==> src/hw/rtl/fre_pkg.sv <==
// fre_pkg: shared types and constants of the frame rotation engine.
// Used by fre_ctrl and frame_rotation_engine; depends on nothing.
package fre_pkg;

  localparam int CFG_DW = 9;
  localparam int PIX_W  = 24;
  localparam int CH_W   = 8;

  localparam logic [CFG_DW-1:0] IMG_WIDTH_RST  = 9'd256;
  localparam logic [CFG_DW-1:0] IMG_HEIGHT_RST = 9'd256;

  typedef enum logic {
    OP_LOAD  = 1'b0,
    OP_FETCH = 1'b1
  } op_t;

  typedef enum logic [1:0] {
    REG_IMG_WIDTH   = 2'd0,
    REG_IMG_HEIGHT  = 2'd1,
    REG_ROTATE_MODE = 2'd2,
    REG_UNUSED      = 2'd3
  } reg_idx_t;

  typedef enum logic {
    ROT_90  = 1'b0,
    ROT_180 = 1'b1
  } rot_t;

  typedef struct packed {
    logic [CFG_DW-1:0] img_width;
    logic [CFG_DW-1:0] img_height;
    rot_t              rotate_mode;
  } cfg_t;

  typedef struct packed {
    logic valid;
    logic last;
    logic err;
  } rsp_t;

endpackage

==> src/hw/rtl/fre_ctrl.sv <==
// fre_ctrl: load and fetch position counters, frame-full flag and
// frame store address generation. Depends on fre_pkg.
module fre_ctrl
  import fre_pkg::*;
#(
  parameter int MAX_WIDTH  = 256,
  parameter int MAX_HEIGHT = 256,
  parameter int AW         = 16
) (
  input  logic          clk,
  input  logic          rst,
  input  logic          accept,
  input  op_t           op,
  input  cfg_t          cfg,
  output logic          mem_we,
  output logic          mem_re,
  output logic [AW-1:0] mem_addr,
  output rsp_t          rsp
);

  localparam int MAXD = (MAX_WIDTH > MAX_HEIGHT) ? MAX_WIDTH : MAX_HEIGHT;
  localparam int KW   = (MAXD > 1) ? $clog2(MAXD) : 1;

  logic [KW-1:0] load_col, load_row, read_col, read_row;
  logic [KW-1:0] load_col_next, load_row_next, read_col_next, read_row_next;
  logic          frame_full, frame_full_next;

  logic [31:0] w32, h32, out_w, out_h;
  logic [31:0] lc, lr, rc, rr, lc1, lr1, rc1, rr1;
  logic [31:0] src_row, src_col, load_addr, fetch_addr;
  logic        is_load, is_fetch, wrap;

  always_comb begin
    w32 = 32'(cfg.img_width);
    if (w32 == 32'd0) begin
      w32 = 32'd1;
    end else if (w32 > 32'(MAX_WIDTH)) begin
      w32 = 32'(MAX_WIDTH);
    end
    h32 = 32'(cfg.img_height);
    if (h32 == 32'd0) begin
      h32 = 32'd1;
    end else if (h32 > 32'(MAX_HEIGHT)) begin
      h32 = 32'(MAX_HEIGHT);
    end
    out_w = (cfg.rotate_mode == ROT_180) ? w32 : h32;
    out_h = (cfg.rotate_mode == ROT_180) ? h32 : w32;

    // counters left outside the frame by a size change restart at zero
    if (32'(load_col) >= w32 || 32'(load_row) >= h32) begin
      lc = 32'd0;
      lr = 32'd0;
    end else begin
      lc = 32'(load_col);
      lr = 32'(load_row);
    end
    if (32'(read_col) >= out_w || 32'(read_row) >= out_h) begin
      rc = 32'd0;
      rr = 32'd0;
    end else begin
      rc = 32'(read_col);
      rr = 32'(read_row);
    end

    if (cfg.rotate_mode == ROT_180) begin
      src_row = h32 - 32'd1 - rr;
      src_col = w32 - 32'd1 - rc;
    end else begin
      src_row = h32 - 32'd1 - rc;
      src_col = rr;
    end
    load_addr  = lr * 32'(MAX_WIDTH) + lc;
    fetch_addr = src_row * 32'(MAX_WIDTH) + src_col;

    is_load  = accept && (op == OP_LOAD) && !frame_full;
    is_fetch = accept && (op == OP_FETCH) && frame_full;

    lc1 = lc + 32'd1;
    lr1 = lr;
    if (lc1 >= w32) begin
      lc1 = 32'd0;
      lr1 = lr + 32'd1;
    end
    rc1  = rc + 32'd1;
    rr1  = rr;
    wrap = 1'b0;
    if (rc1 >= out_w) begin
      rc1 = 32'd0;
      rr1 = rr + 32'd1;
      if (rr1 >= out_h) begin
        rr1  = 32'd0;
        wrap = 1'b1;
      end
    end

    load_col_next   = load_col;
    load_row_next   = load_row;
    read_col_next   = read_col;
    read_row_next   = read_row;
    frame_full_next = frame_full;
    if (is_load) begin
      load_col_next = lc1[KW-1:0];
      load_row_next = lr1[KW-1:0];
      if (lr1 >= h32) begin
        load_row_next   = '0;
        frame_full_next = 1'b1;
      end
    end
    if (is_fetch) begin
      read_col_next = rc1[KW-1:0];
      read_row_next = rr1[KW-1:0];
      if (wrap) begin
        frame_full_next = 1'b0;
        load_col_next   = '0;
        load_row_next   = '0;
      end
    end

    mem_we    = is_load;
    mem_re    = is_fetch;
    mem_addr  = is_load ? load_addr[AW-1:0] : fetch_addr[AW-1:0];
    rsp.valid = accept && (op == OP_FETCH);
    rsp.last  = is_fetch && wrap;
    rsp.err   = !frame_full;
  end

  always_ff @(posedge clk) begin
    if (rst) begin
      load_col   <= '0;
      load_row   <= '0;
      read_col   <= '0;
      read_row   <= '0;
      frame_full <= 1'b0;
    end else begin
      load_col   <= load_col_next;
      load_row   <= load_row_next;
      read_col   <= read_col_next;
      read_row   <= read_row_next;
      frame_full <= frame_full_next;
    end
  end

endmodule

==> config.mk <==
export PLATFORM = sky130hd
export DESIGN_NAME = fre_ctrl
export DESIGN_NICKNAME = d
export VERILOG_FILES = /design/src/hw/rtl/fre_pkg.sv /design/src/hw/rtl/fre_ctrl.sv
export SDC_FILE = /design/constraint.sdc
export NUM_CORES = 1
export LEC_CHECK = 0
export BUFFER_PORTS_ARGS = -buffer_cell sky130_fd_sc_hd__buf_4
export CAP_MARGIN = 20
export CORE_AREA = 4 4 122 124
export CTS_BUF_LIST = sky130_fd_sc_hd__clkbuf_16
export CTS_CLUSTER_DIAMETER = 150
export DETAILED_ROUTE_END_ITERATION = 10
export DIE_AREA = 0 0 126 128
export PLACE_DENSITY_LB_ADDON = 0.3
export SYNTH_ARGS = -nofsm -noshare
export SYNTH_HDL_FRONTEND = slang
export SYNTH_SLANG_ARGS = --single-unit
export TNS_END_PERCENT = 100
==> constraint.sdc <==
create_clock -name clk -period 11.7 [get_ports clk]
set_clock_uncertainty 0.05 [all_clocks]
set_input_delay 2.34 -clock clk [delete_from_list [all_inputs] [get_ports clk]]
set_output_delay 2.34 -clock clk [all_outputs]
set_load 0.005 [all_outputs]
# == Word-level counts from Yosys, hierarchy flattened ==
# Cells that the tools add are included.
# op_classes
add_sub_neg,11
magnitude_cmp,10
muxes,31
bitwise_logic,1
reduce_logical,10
# op_table
cell,n
$mux 8,16
$ge 8x32->1,3
$mux 32,3
$ge 9x32->1,2
$mux 9,4
$add 16x16->16,2
$add 32x1->32 const B,1
$ge 32x9->1,1
$mux 16,2
$add 8x1->9 const B,3
$gt 9x9->1 const B,2
$logic_not 9->1,2
$sub 16x1->16 const B,1
$sub 16x8->16,1
$sub 8x8->8,2
$ge 8x9->1,1
$ge 9x9->1,1
$sub 8x1->8 const B,1
$mux 1,6
$logic_and 1x1->1,5
$logic_or 1x1->1,2
$logic_not 1->1,1
$not 1->1,1
# totals
regBits,33
in_bits,23
word_cells,68

# == Logic depth before layout (Yosys ltp) ==
# logic_depth
depth_word,14
ltp_mapped,32
ltp_nobuf,30

# == Least setup slack after synthesis ==
# No wires, ideal clock.
# synth_timing
path_type,input-to-output
start,in cfg[5] in the netlist's numbering
end,out mem_addr[15]
arrival_ns,8.534
t_required_ns,9.310
path_slack_ns,0.776
cell_stages,30
n_path_buf,1
path_cell_list,nor4_1 -> a21oi_1 -> nor2_1 -> inv_1 -> o21ai_0 -> ha_1 -> nand2b_4 -> a2111oi_4 -> o31ai_2 -> a22oi_2 -> buf_2 -> nand2_1 -> ha_1 -> fa_1 -> a21o_1 -> a21oi_1 -> o21bai_1 -> a21oi_1 -> nor2b_1 -> o21a_1 -> nor3_1 -> ha_1 -> and3_1 -> a2111o_1 -> a21o_1 -> a21oi_1 -> nor2_1 -> nand3_1 -> a41oi_1 -> nor3_1
# synth_between
elab_chain_len,11
elab_cells_between_ends,24
# synth_rtl
element,line_no,source
"start, declared",fre_ctrl.sv:14,"input cfg_t cfg,"
$gt 9x9->1,fre_ctrl.sv:43,end else if (h32 > 32'(MAX_HEIGHT)) begin
$mux 9,fre_ctrl.sv:43,
$mux 9 (*),fre_ctrl.sv:41,if (h32 == 32'd0) begin
"$mux 32, on equally long branches","fre_ctrl.sv:46, fre_ctrl.sv:47",
$ge 8x32->1,fre_ctrl.sv:57,if (32'(read_col) >= out_w || 32'(read_row) >= out_h) begin
$logic_or 1x1->1,fre_ctrl.sv:57,
$mux 8,fre_ctrl.sv:57,
$sub 16x8->16 (tied with other cells),fre_ctrl.sv:67,src_col = w32 - 32'd1 - rc;
$mux 16 or $mux 8 (tied branches),fre_ctrl.sv:65,if (cfg.rotate_mode == ROT_180) begin
$add 16x16->16,fre_ctrl.sv:73,fetch_addr = src_row * 32'(MAX_WIDTH) + src_col;
$mux 16 (*),fre_ctrl.sv:121,mem_addr = is_load ? load_addr[AW-1:0] : fetch_addr[AW-1:0];
"end, declared",fre_ctrl.sv:17,"output logic [AW-1:0] mem_addr,"
# Mark *: on every way between the ends. The rest lies on a longest branch, timed or not.

# == Worst setup path in the final report ==
# layout_timing
start,in cfg[4] in the netlist's numbering
end,out mem_addr[15]
# The elaborated chain is that of the path after synthesis.

==> flow_summary_export.csv <==
group,metric,value,unit
status,outcome,"complete, no violations",
synthesis,async_reset_ff_share,0,%
grt,use_met3,2.88,%
synthesis,synthTopCellsByArea,"ha_1 22%, dfxtp_1 12%, a21oi_1 6.4%, nand2_1 5.2%, nor2_1 5.2%",
grt,grt_max_degree,59,
placement,port_buffers,43,
grt,grt_pass1_wl,25.9,mm
setup_path,critPathBufInv,5,
clock_network,worstSkewPairLatency,0.29,ns
floorplanning,initial_core_util,39.3,%
final_layout,register_area,661,sq um
clock_network,h-tree-depth,2,
drt,routedWlPerCell,17.3,microns
sta,hold_viol_final,0,
synthesis,synthesis.nets,858,
setup_path,cpLargestDelayFamily,"compound AO/OA/AOI/OAI gates",
clock_network,path_clk_slew,0.06,ns
final_layout,nets,886,
grt,grt_overflow_total,0,
sta,slew_violations,0,
synthesis,ys.flop_type,"dfxtp_1",
power_and_ir_drop,ir_drop,0.0406,mV
setup_path,cpPeakStageDelay,0.43,ns
sta,slew_headroom,44.0,%
job,drv_cap,0,
synthesis,ys_seq_area_share,12.2,%
hold_path,hold_path_class,"reg -> reg",
synthesis,avgSynthCellArea,7.33,sq um
drt,wl,16.4,mm
final_layout,multi_input_area,4480,sq um
drt,ant_nets,0,
final_layout,layout_common_cells,"94 x ha_1, 75 x nand2_1, 75 x nor2_1",
final_layout,antennaDiodeCount,0,
sta,timing.setup.tns,0,ns
clock_network,cts_hold_buf,0,
synthesis,netlist_instances,738,
clock_network,cts_setup_buffers,0,
sta,worst_slew_pin_slew,0.838,ns
floorplanning,dieWidth,126,microns
final_layout,final_common_cell,"ha_1",
floorplanning,num_rows,43,
floorplanning,pin_count,44,
synthesis,ys_types,66,
setup_path,slowest_stage,"a2111o_1",
setup_path,critPathMaxFanout,6,
clock_network,cts-root-buf,"clkbuf_16",
setup_path,cp-start-kind,"input pin",
power_and_ir_drop,p_per_area,70.1,nW/um^2
placement,hpwl,13.0,mm
clock_network,cts_resized,0,
placement,gp_congestion,0.895,
sta,whs,0.455,ns
clock_network,clockBufferDepth,2,
drt,vias_per_cell,5.80,
setup_path,cp_common_cell,"buf_4",
synthesis,netlist_area,5410,sq um
synthesis,synth_edf_count,0,
grt,grt_pass1_vias,4879,
setup_path,critPathRequiredTime,9.31,ns
drt,vias,5497,
setup_path,cp-end-kind,"primary output",
floorplanning,fp.coreArea,13800,sq um
drt,drtIter0Drc,464,
clock_network,cts_tree,"yes",
floorplanning,dieArea,16100,sq um
synthesis,ys_ff_latch,33,
sta,finalCriticalPeriod,11.30,ns
sta,fmax,88.5,MHz
grt,track_usage,19.8,%
floorplanning,die_y,128,microns
grt,grtUsageMet1,28.4,%
grt,antenna_found_initial,0,
clock_network,clock_sinks,33,
final_layout,area_delta_synth_final,11.6,%
synthesis,ys_warn_count,0,
synthesis,yosys.area.top_type_share,21.7,%
grt,grt.busiest_layer,"met2",
final_layout,layout-drive-gt1-share,10.4,%
drt,first_pass_iters,5,
drt,drc,0,
power_and_ir_drop,leakage,2.79,nW
final_layout,nFillCells,1475,
setup_path,crit_arrival,8.91,ns
setup_path,timing_worst_setup_path_type,"in -> out",
synthesis,yosys.area.top_type,"ha_1",
sta,setup_viol,0,
grt,use_met2,30.7,%
clock_network,cts_made_buffers,5,
sta,finalCritPeriodShare,96.5,%
## metrics by stage
| step | cell area (sq um) | util, % | cells | setup slack, ns | total power, mW |
|---|---|---|---|---|---|
| after floorplan | 5410 | - | 738 | 0.776 | 0.237 |
| after global placement | 5890 | 42.7 | 939 | 0.373 | 0.293 |
| after detailed placement | 5890 | 42.7 | 939 | 0.286 | 0.292 |
| after CTS | 6030 | 43.8 | 947 | 0.232 | 0.424 |
| after global routing | 6040 | 43.8 | 947 | -0.0112 | 0.451 |
| final | 6040 | 43.8 | 947 | 0.404 | 0.423 |
## cell type report
| type | count | share of cell area (%) |
|---|---|---|
| Tap cell | 180 | 3.73 |
| Timing Repair Buffer | 50 | 6.34 |
| Clock inverter | 3 | 0.228 |
| Sequential cell | 33 | 10.9 |
| Inverter | 40 | 2.49 |
| Multi-Input combinational cell | 636 | 74.2 |
| Clock buffer | 5 | 2.07 |
## layer usage
metal,vias to the layer above,share of wire (%)
li1,2757,-
met1,2540,48
met2,174,43
met3,26,6.1
met4,0,2.5
met5,-,0
## synth_stat cells (all sizes together) (3+ instances only)
master	instances
mux2	6
nor2b	10
a211o	4
ha	94
xnor2	30
xor2	13
o31ai	3
nor3	21
a211oi	9
nand4	9
dfxtp	33
o21a	9
a221oi	4
nand3b	6
a22oi	5
nand2	76
and3	18
a21o	28
nor4	8
fa	3
a21oi	69
o21bai	5
inv	38
a32o	7
o21ai	30
and2	5
o22ai	5
nand3	24
or2	5
a31oi	11
clkbuf	18
buf	11
a221o	4
nor2	76
nand2b	13
mux2i	3
## registers in the layout, summed over array words and instances (netlist names)
signal / flops
load_col: 8
load_row: 8
read_col: 8
read_row: 8
frame_full: 1
## worst paths after layout
kind / slack [ns] / endpoint / cells after the start / startpoint
worst min register to register: 0.46 / frame_full / 2 / frame_full
worst max register to register: 5.78 / load_row[6] / 25 / load_row[5]
worst max-delay path: 0.40 / mem_addr[15] / 33 / cfg[4]
worst min-delay path: 0.46 / frame_full / 2 / frame_full
## cells by family (layout without fill, tap and decap cells)
family	Yosys count	after routing	synth area share [%]
AOI/OAI and AO/OA	210	210	26.0
xor gates and xnor gates	43	43	6.96
adders and majority gates	97	97	22.8
buffers and inverters	69	98	5.06
DFF	33	33	12.2
muxes	9	9	1.80
and+or+nand+nor	277	277	25.1
## tightest hold or removal path: stages, from the launching register on
cell and delay, ns:
dfxtp_1 0.35, a31oi_1 0.05, nor2_1 0.07
## report_power, final
group / switching (mW) / total, mW / internal [mW] / leakage, nW
Clock: 0.0522 / 0.129 / 0.0773 / 0.0748
Combinational: 0.102 / 0.180 / 0.0774 / 2.45
Sequential: 0.000898 / 0.114 / 0.113 / 0.266
Total: 0.155 / 0.423 / 0.268 / 2.79
Note: power is estimated with default switching activity, not from simulation.
